--- config.mk ---
export PLATFORM = sky130hd
export DESIGN_NAME = avt_merge
export DESIGN_NICKNAME = d
export VERILOG_FILES = /design/src/sv/affine_vertex_transform_macros.svh /design/src/sv/avt_pkg.sv /design/src/sv/avt_merge.sv
export SDC_FILE = /design/constraint.sdc
export NUM_CORES = 1
export LEC_CHECK = 0
export BUFFER_PORTS_ARGS = -buffer_cell sky130_fd_sc_hd__buf_2
export CORE_MARGIN = 4
export CORE_UTILIZATION = 48
export CTS_BUF_LIST = sky130_fd_sc_hd__clkbuf_4
export CTS_CLUSTER_DIAMETER = 30
export DETAILED_ROUTE_END_ITERATION = 16
export PLACE_DENSITY = 0.95
export REMOVE_ABC_BUFFERS = 1
export SYNTH_ARGS = -nofsm -noshare
export SYNTH_HDL_FRONTEND = slang
export SYNTH_SLANG_ARGS = --single-unit
--- constraint.sdc ---
create_clock -name clk -period 3.2 [get_ports clk]
set_clock_uncertainty 0.2 [all_clocks]
set_input_delay 0.64 -clock clk [delete_from_list [all_inputs] [get_ports clk]]
set_output_delay 0.64 -clock clk [all_outputs]
set_load 0.02 [all_outputs]
--- src/sv/affine_vertex_transform_macros.svh ---
// Assertion macros shared by the vertex transform RTL.
`ifndef AFFINE_VERTEX_TRANSFORM_MACROS_SVH
`define AFFINE_VERTEX_TRANSFORM_MACROS_SVH

// Same-cycle implication, sampled on clk, off while rst_n is low.
`define AVT_ASSERT_NOW(lbl, ante, cons, msg) \
  lbl: assert property (@(posedge clk) disable iff (!rst_n) (ante) |-> (cons)) else $error(msg);

// Next-cycle implication, sampled on clk, off while rst_n is low.
`define AVT_ASSERT_NEXT(lbl, ante, cons, msg) \
  lbl: assert property (@(posedge clk) disable iff (!rst_n) (ante) |=> (cons)) else $error(msg);

`endif

--- src/sv/avt_pkg.sv ---
package avt_pkg;

  localparam int FRAC_BITS_DEF = 16;
  localparam int NUM_ROWS      = 3;
  localparam int NUM_COLS      = 4;

  localparam logic [1:0] ROW_NONE = 2'd3;

  localparam logic signed [31:0] S32_MAX = 32'sh7FFF_FFFF;
  localparam logic signed [31:0] S32_MIN = 32'sh8000_0000;

  typedef enum logic [1:0] {
    OP_LOAD = 2'd0,
    OP_POS  = 2'd1,
    OP_DIR  = 2'd2,
    OP_RSVD = 2'd3
  } avt_op_t;

  // Matrix entry write aimed at one row lane.
  typedef struct packed {
    logic               we;
    logic [1:0]         col;
    logic signed [31:0] value;
  } avt_wr_t;

endpackage

--- src/sv/avt_merge.sv ---
module avt_merge #(
  parameter int FRAC_BITS = avt_pkg::FRAC_BITS_DEF,
  localparam int SumW     = 64 - FRAC_BITS + 2
) (
  input  logic                   clk,
  input  logic                   rst_n,
  input  logic                   en,
  input  logic                   in_valid,
  input  logic signed [SumW-1:0] sum_x,
  input  logic signed [SumW-1:0] sum_y,
  input  logic signed [SumW-1:0] sum_z,
  output logic                   out_valid,
  output logic signed [31:0]     x,
  output logic signed [31:0]     y,
  output logic signed [31:0]     z,
  output logic                   clip
);

  logic               valid_r;
  logic signed [31:0] x_r, y_r, z_r;
  logic               clip_r;
  logic               fit_x, fit_y, fit_z;
  logic signed [31:0] x_nxt, y_nxt, z_nxt;

  function automatic logic fits(input logic signed [SumW-1:0] s);
    fits = (&s[SumW-1:31]) || !(|s[SumW-1:31]);
  endfunction

  function automatic logic signed [31:0] sat(input logic signed [SumW-1:0] s);
    if (fits(s)) begin
      sat = s[31:0];
    end else begin
      sat = s[SumW-1] ? avt_pkg::S32_MIN : avt_pkg::S32_MAX;
    end
  endfunction

  always_comb begin
    fit_x = fits(sum_x);
    fit_y = fits(sum_y);
    fit_z = fits(sum_z);
    x_nxt = sat(sum_x);
    y_nxt = sat(sum_y);
    z_nxt = sat(sum_z);
  end

  always_ff @(posedge clk) begin
    if (!rst_n) begin
      valid_r <= 1'b0;
    end else if (en) begin
      valid_r <= in_valid;
    end
  end

  always_ff @(posedge clk) begin
    if (en) begin
      x_r    <= x_nxt;
      y_r    <= y_nxt;
      z_r    <= z_nxt;
      clip_r <= !(fit_x && fit_y && fit_z);
    end
  end

  assign out_valid = valid_r;
  assign x         = x_r;
  assign y         = y_r;
  assign z         = z_r;
  assign clip      = clip_r;

endmodule

Word-level counts from Yosys, hierarchy flattened --
Cells that the tools add are included. Widths: inputs -> output; s select.
Word-level totals: input port bits 154, word-level logic and storage cells 26, output and inout port bits 98, flip-flop bits (word level) 98
Cells by class: mux-type cells 6, reductions and logical operators 15
Operators with widths (number):
- $mux 32 | 6
- $reduce_and 19->1 | 3
- $reduce_or 19->1 | 3
- $logic_not 1->1 | 4
- $logic_or 1x1->1 | 3
- $logic_and 1x1->1 | 2

Longest topological paths before layout --
Gate-level depths: netlist of run 1.
depth in word-level cells 6, mapped depth 6

Worst setup path before layout of run 1 --
OpenSTA, ideal clock, no wires.
path kind input-to-reg, from input port sum_z[42], to register z_r[13], in the netlist z[13] (data pin), path buffers 1, slack 1062 ps, stages 6, setup time 254 ps, required time 2746 ps, arrival 1684 ps, cell sequence nor4_1 > nand4_1 > nor4_2 > a311oi_2 > buf_6 > a21o_2
Between the ends: word-level cells in the longest chain between the ends 4, elaborated cells between the ends (all ways) 5, classes of those cells mux (1); reduce/logical (4)
Ends and longest elaborated chain:
- start, declared | line avt_merge.sv:11 | input logic signed [SumW-1:0] sum_z,
- $reduce_or 19->1 | line avt_merge.sv:26 | fits = (&s[SumW-1:31]) || !(|s[SumW-1:31]);
- $logic_not 1->1 | line avt_merge.sv:26
- $logic_or 1x1->1 (*) | line avt_merge.sv:26
- $mux 32 (*) | line avt_merge.sv:30 | if (fits(s)) begin
- via z_nxt[13] | line avt_merge.sv:23 | logic signed [31:0] x_nxt, y_nxt, z_nxt;
- end signal, assigned | line avt_merge.sv:58 | z_r <= z_nxt;
- end, declared | line avt_merge.sv:20 | logic signed [31:0] x_r, y_r, z_r;
Mark *: on every way through the listed nets, which the timed path passes. The rest lies on a longest branch. A chain may end at the register's enable or synchronous reset.

Worst setup path in the final report of run 1 --
from input port sum_y[43], to register y_r[23], in the netlist y[23] (data pin)
Between the ends: word-level cells in the longest chain between the ends 4, elaborated cells between the ends (all ways) 5, classes of those cells mux (1); reduce/logical (4)
Ends and longest elaborated chain:
- start, declared | line avt_merge.sv:10 | input logic signed [SumW-1:0] sum_y,
- $reduce_or 19->1 | line avt_merge.sv:26
- $logic_not 1->1 | line avt_merge.sv:26
- $logic_or 1x1->1 (*) | line avt_merge.sv:26
- $mux 32 (*) | line avt_merge.sv:30
- via y_nxt[23] | line avt_merge.sv:23
- end signal, assigned | line avt_merge.sv:57 | y_r <= y_nxt;
- end, declared | line avt_merge.sv:20
Marked as above.

==> results_dict.tcl, run 1 <==
set metrics [dict create \
    arrival_ps 2350 \
    via_per_inst 5.31 \
    worstHoldPathType "in -> reg" \
    gr-total-overflow 0 \
    max-vdd-ir-drop_mv 0.292 \
    layout_min_cycle_time_ps 2270 \
    max-cap-violations 0 \
    grt_max_degree 43 \
    totalPowerFinal_uw 2600 \
    drtIter0Drc 116 \
    crit_required_ps 3280 \
    hpwl_mm 8.58 \
    synth_warnings 0 \
    cts_hold_buf 0 \
    cts_setup_buffers 0 \
    maxSlewHeadroom_pct 13.9 \
    vias 3292 \
    synth-seq-cells 98 \
    end_kind "flop" \
    cts-buffers-inserted 9 \
    antenna_found_initial 1 \
    dp_cells 603 \
    postSynthAreaPerCell_um2 16.2 \
    yosysSeqAreaShare_pct 69.5 \
    insertion_delay_ps 420 \
    wl_mm 11.2 \
    post-place-ws_ps 470 \
    cts_resized 0 \
    drtAntennaViolNets 0 \
    start_util_pct 50.3 \
    synth_cells 260 \
    syn2layout_area_growth_pct 34.0 \
    fp-row-count 33 \
    power.density_nw_per_um2 460 \
    synth_area_leaders "edfxtp_1, a21o_2, a21o_1" \
    die_area_um2 10400 \
    core_um2 8380 \
    root_buffer "clkbuf_4" \
    die_h_um 102 \
    slew_violations 0 \
    status "finished clean" \
    yosys.area.top_type_share_pct 69.1 \
    worstSetupPathType "in -> reg" \
    track_usage_pct 20.8 \
    fmax_mhz 441 \
    dr.pass1.iters 4 \
    path_clk_slew_ps 150 \
    dieWidth_um 102 \
    fin_ws_ps 930 \
    most-common-layout-cells "buf_2, edfxtp_1, a21o_1, a21o_2, nand4_1" \
    p_leak_uw 0.00274 \
    cts_tree "yes" \
    start_kind "input pin" \
    final_cells 620 \
    port_buffers 251 \
    rsz0062_at_grt "false" \
    netlist-cell-type-count 20 \
    drive_gt1_share_pct 64.0 \
    grt_pass1_wl_mm 16.4 \
    worst_pin_slew_ps 1290 \
    synth_top_area_cell "edfxtp_1" \
    setup_violations 0 \
    final_common_cell "buf_2" \
    nets 663 \
    drc 0 \
    cp_max_fo 17 \
    place_congestion 0.934 \
    cts_sinks 98 \
    cts.path.max_buffers 2 \
    grt_pass1_vias 3385 \
    hold_viol_final 0 \
    ios 252 \
    synth_area_um2 4220 \
    wl_per_cell_um 18.0 \
    h-tree-depth 3 \
    period_share_pct 70.9 \
]
final timing paths:
| kind | cells after the start | slack, ps | endpoint | start |
|---|---|---|---|---|
| min | 2 | 220 | out_valid$_SDFFE_PN0P_ | rst_n |
| min reg2reg | 2 | 360 | out_valid$_SDFFE_PN0P_ | out_valid$_SDFFE_PN0P_ |
| max reg2reg | 2 | 2380 | out_valid$_SDFFE_PN0P_ | out_valid$_SDFFE_PN0P_ |
| max | 7 | 930 | y[23]$_DFFE_PP_ | sum_y[43] |
per-stage QoR:
stage / TNS (ps) / util, % / hold WS [ps] / instance area, um^2
2_1_floorplan: -1680 / - / 389 / 4020
3_3_place_gp: 0 / 65.9 / 299 / 5520
3_5_place_dp: 0 / 65.9 / 324 / 5520
4_1_cts: 0 / 67.4 / 181 / 5650
5_1_grt: 0 / 67.4 / 202 / 5650
6_report: 0 / 67.4 / 219 / 5650
synthesized netlist by cell type, drive strengths merged:
library cell / n
a21o: 93
edfxtp: 97
buf: 18
nor2: 6
nor4: 15
nor2b: 1
mux2i: 1
nand4: 15
dlygate4sd3: 2
and3: 3
a311oi: 3
nand3: 1
dfxtp: 1
a31o: 3
clkbuf: 1
registers in the layout, summed over array words and instances, names as in the netlist:
signal,cells
clip,1
x,32
y,32
out_valid,1
z,32
cell families after synthesis:
kind of cell	after synthesis	share of synthesized area [%]
AND/OR/NAND/NOR	41	6.14
buffers and inverters	21	4.66
multiplexers	1	0.237
AO/OA/AOI/OAI	99	19.4
flip-flops	98	69.5
power by group:
group          total (uW)  switching [uW]  internal (uW)  leakage (uW)
Sequential           1540            24.6           1520      0.000958
Combinational         453             270            183       0.00171
Clock                 604             430            174     0.0000692
metal layers:
metal	GRT usage (%)	up-vias	share of wire [%]
met4	9.71	0	2.6
met5	0	-	0
met1	22.9	1538	35
met2	37.3	186	52
li1	-	1542	-
met3	5.65	26	10
final cells by class:
type                    count  area (um^2)
repair buffers            259         1330
flip-flops and latches     98         2930
well taps                 105          131
multi-input cells         141         1130
clock inverters             7         58.8
diodes                      1         2.50
fillers                   614         2730
clock buffers               9         67.6
worst max-delay path: stages:
cell and delay [ps]:
buf_2 100, nor4_1 300, nand4_1 160, nor4_2 320, a31o_2 380, buf_4 280
a21o_1 170
No activity file was read; power rests on OpenSTA's default activity.
==> inputs of run 2 (changes only) <==
--- a/config.mk
+++ b/config.mk
@@ -7,11 +7,11 @@
 export LEC_CHECK = 0
 export BUFFER_PORTS_ARGS = -buffer_cell sky130_fd_sc_hd__buf_2
 export CORE_MARGIN = 4
-export CORE_UTILIZATION = 48
+export CORE_UTILIZATION = 45
 export CTS_BUF_LIST = sky130_fd_sc_hd__clkbuf_4
 export CTS_CLUSTER_DIAMETER = 30
 export DETAILED_ROUTE_END_ITERATION = 16
-export PLACE_DENSITY = 0.95
+export PLACE_DENSITY = 0.92
 export REMOVE_ABC_BUFFERS = 1
 export SYNTH_ARGS = -nofsm -noshare
 export SYNTH_HDL_FRONTEND = slang
==> constraint.sdc (replaced) <==
create_clock -name clk -period 2.4 [get_ports clk]
set_clock_uncertainty 0.2 [all_clocks]
set_input_delay 0.48 -clock clk [delete_from_list [all_inputs] [get_ports clk]]
set_output_delay 0.48 -clock clk [all_outputs]
set_load 0.02 [all_outputs]
==> results_dict.tcl, run 2 (synthesis gave the netlist of run 1 again) <==
set metrics [dict create \
    status "finished clean" \
    grt_max_degree 51 \
    top_layer "met4" \
    slew_violations 0 \
    cts_tree "yes" \
    cts-buffers-inserted 9 \
    fp-row-count 35 \
    cpPeakStageDelay_ps 340 \
    min_path_cells 2 \
    fmax_mhz 514 \
    cts_sinks 98 \
    diodes 0 \
    maxSlewHeadroom_pct 72.7 \
    track_usage_pct 18.6 \
    design_area_um2 5750 \
    worstHoldPathType "in -> reg" \
    drtIter0Drc 187 \
    port_buffers 251 \
    met1_length_mm 3.93 \
    max-vdd-ir-drop_mv 0.309 \
    fillers 693 \
    via_per_inst 5.26 \
    crit_chain "buf_2 > nor4_1 > nand4_1 > nor4_2 > a31o_2 > buf_12 > a21o_1" \
    hpwl_mm 7.88 \
    antenna_found_initial 0 \
    h-tree-depth 3 \
    core_um2 9200 \
    final_common_cell "buf_2" \
    tns_ps 0 \
    max-cap-violations 0 \
    dieWidth_um 105 \
    arrival_ps 2050 \
    r2r-start "out_valid$_SDFFE_PN0P_" \
    cts_resized 0 \
    critPathSlowestCell "a31o_2" \
    grt_pass1_wl_mm 16.3 \
    die_h_um 105 \
    wl_per_cell_um 16.7 \
    wl_met3_mm 1.08 \
    gr-total-overflow 0 \
    period_share_pct 81.1 \
    start_util_pct 45.9 \
    worstRegToRegCells 2 \
    hp-start "rst_n" \
    worst_pin_slew_ps 406 \
    drive_gt1_share_pct 64.1 \
    drtAntennaViolNets 0 \
    layout_min_cycle_time_ps 1950 \
    most-common-layout-cells "buf_2, edfxtp_1, a21o_1, a21o_2, nand4_1" \
    dr_wl_met2_mm 5.31 \
    grt_pass1_vias 3312 \
    cp_max_fo 22 \
    setup_violations 0 \
    hold_viol_final 0 \
    rrSetupSlack_ps 1610 \
    start_kind "input pin" \
    insertion_delay_ps 430 \
    ios 252 \
    root_buffer "clkbuf_4" \
    cts_hold_buf 0 \
    vias 3298 \
    rsz0062_at_grt "false" \
    power.density_nw_per_um2 624 \
    post_dp_cell_area_um2 5600 \
    die_area_um2 11000 \
    r2r_end "out_valid$_SDFFE_PN0P_" \
    end_kind "flop" \
    worstSetupPathType "in -> reg" \
    cts.path.max_buffers 2 \
    min_to "out_valid$_SDFFE_PN0P_" \
    p_leak_uw 0.00278 \
    crit_required_ps 2500 \
    finish.utilization_pct 62.5 \
    place_congestion 0.952 \
    drc 0 \
    nets 665 \
    path_clk_slew_ps 170 \
    dr.pass1.iters 4 \
    syn2layout_area_growth_pct 36.2 \
    cts_setup_buffers 0 \
    wl_mm 10.5 \
]
run 2: cell count changes in the layout (fill, tap and decap cells not counted):
cell / previous run / this run
buf_12: 1 / 5
buf_4: 8 / 6
bufinv_16: 0 / 1
clkinvlp_4: 1 / 0
diode_2: 1 / 0
run 2: through the flow:
step	instances	worst slack [ps]	hold slack [ps]	power [uW]
after floorplan	239	-694	379	2380
after global placement	611	83.9	297	2690
after detailed placement	611	7.06	302	2710
after CTS	627	490	2.57	3630
after global routing	627	330	14.4	3740
final	627	454	37.8	3590
run 2: power by group:
part | leakage (uW) | switching, uW | internal [uW]
registers | 0.000958 | 31.4 | 2030
clock network | 0.0000832 | 587 | 338
logic | 0.00174 | 358 | 247
run 2: worst max-delay path by stage:
stage | from | end | depth (start not counted)
after floorplan | sum_y[36] | y[0]$_DFFE_PP_ | 4
after global placement | sum_y[34] | y[19]$_DFFE_PP_ | 7
after detailed placement | sum_y[39] | y[19]$_DFFE_PP_ | 7
after CTS | sum_y[39] | y[7]$_DFFE_PP_ | 7
after global routing | sum_y[35] | y[7]$_DFFE_PP_ | 7
final | sum_y[39] | y[7]$_DFFE_PP_ | 7
run 2: critical path, delay by kind of cell:
kind            cells  cell delay (ps)
compound gates      2              470
buf+inv             2              310
simple gates        3              790
run 2: layer usage:
layer / track usage, % / up-vias
li1: - / 1542
met1: 22.1 / 1546
met2: 31.9 / 195
met3: 6.30 / 15
met4: 6.09 / 0
met5: 0 / -
run 2: layout make-up:
class	instances	area, um^2	share of cell area (%)
clock buffers	9	67.6	1.18
flip-flops and latches	98	2930	51.0
clock inverters	7	81.3	1.42
well taps	111	139	2.42
multi-input cells	141	1130	19.6
repair buffers	261	1400	24.3
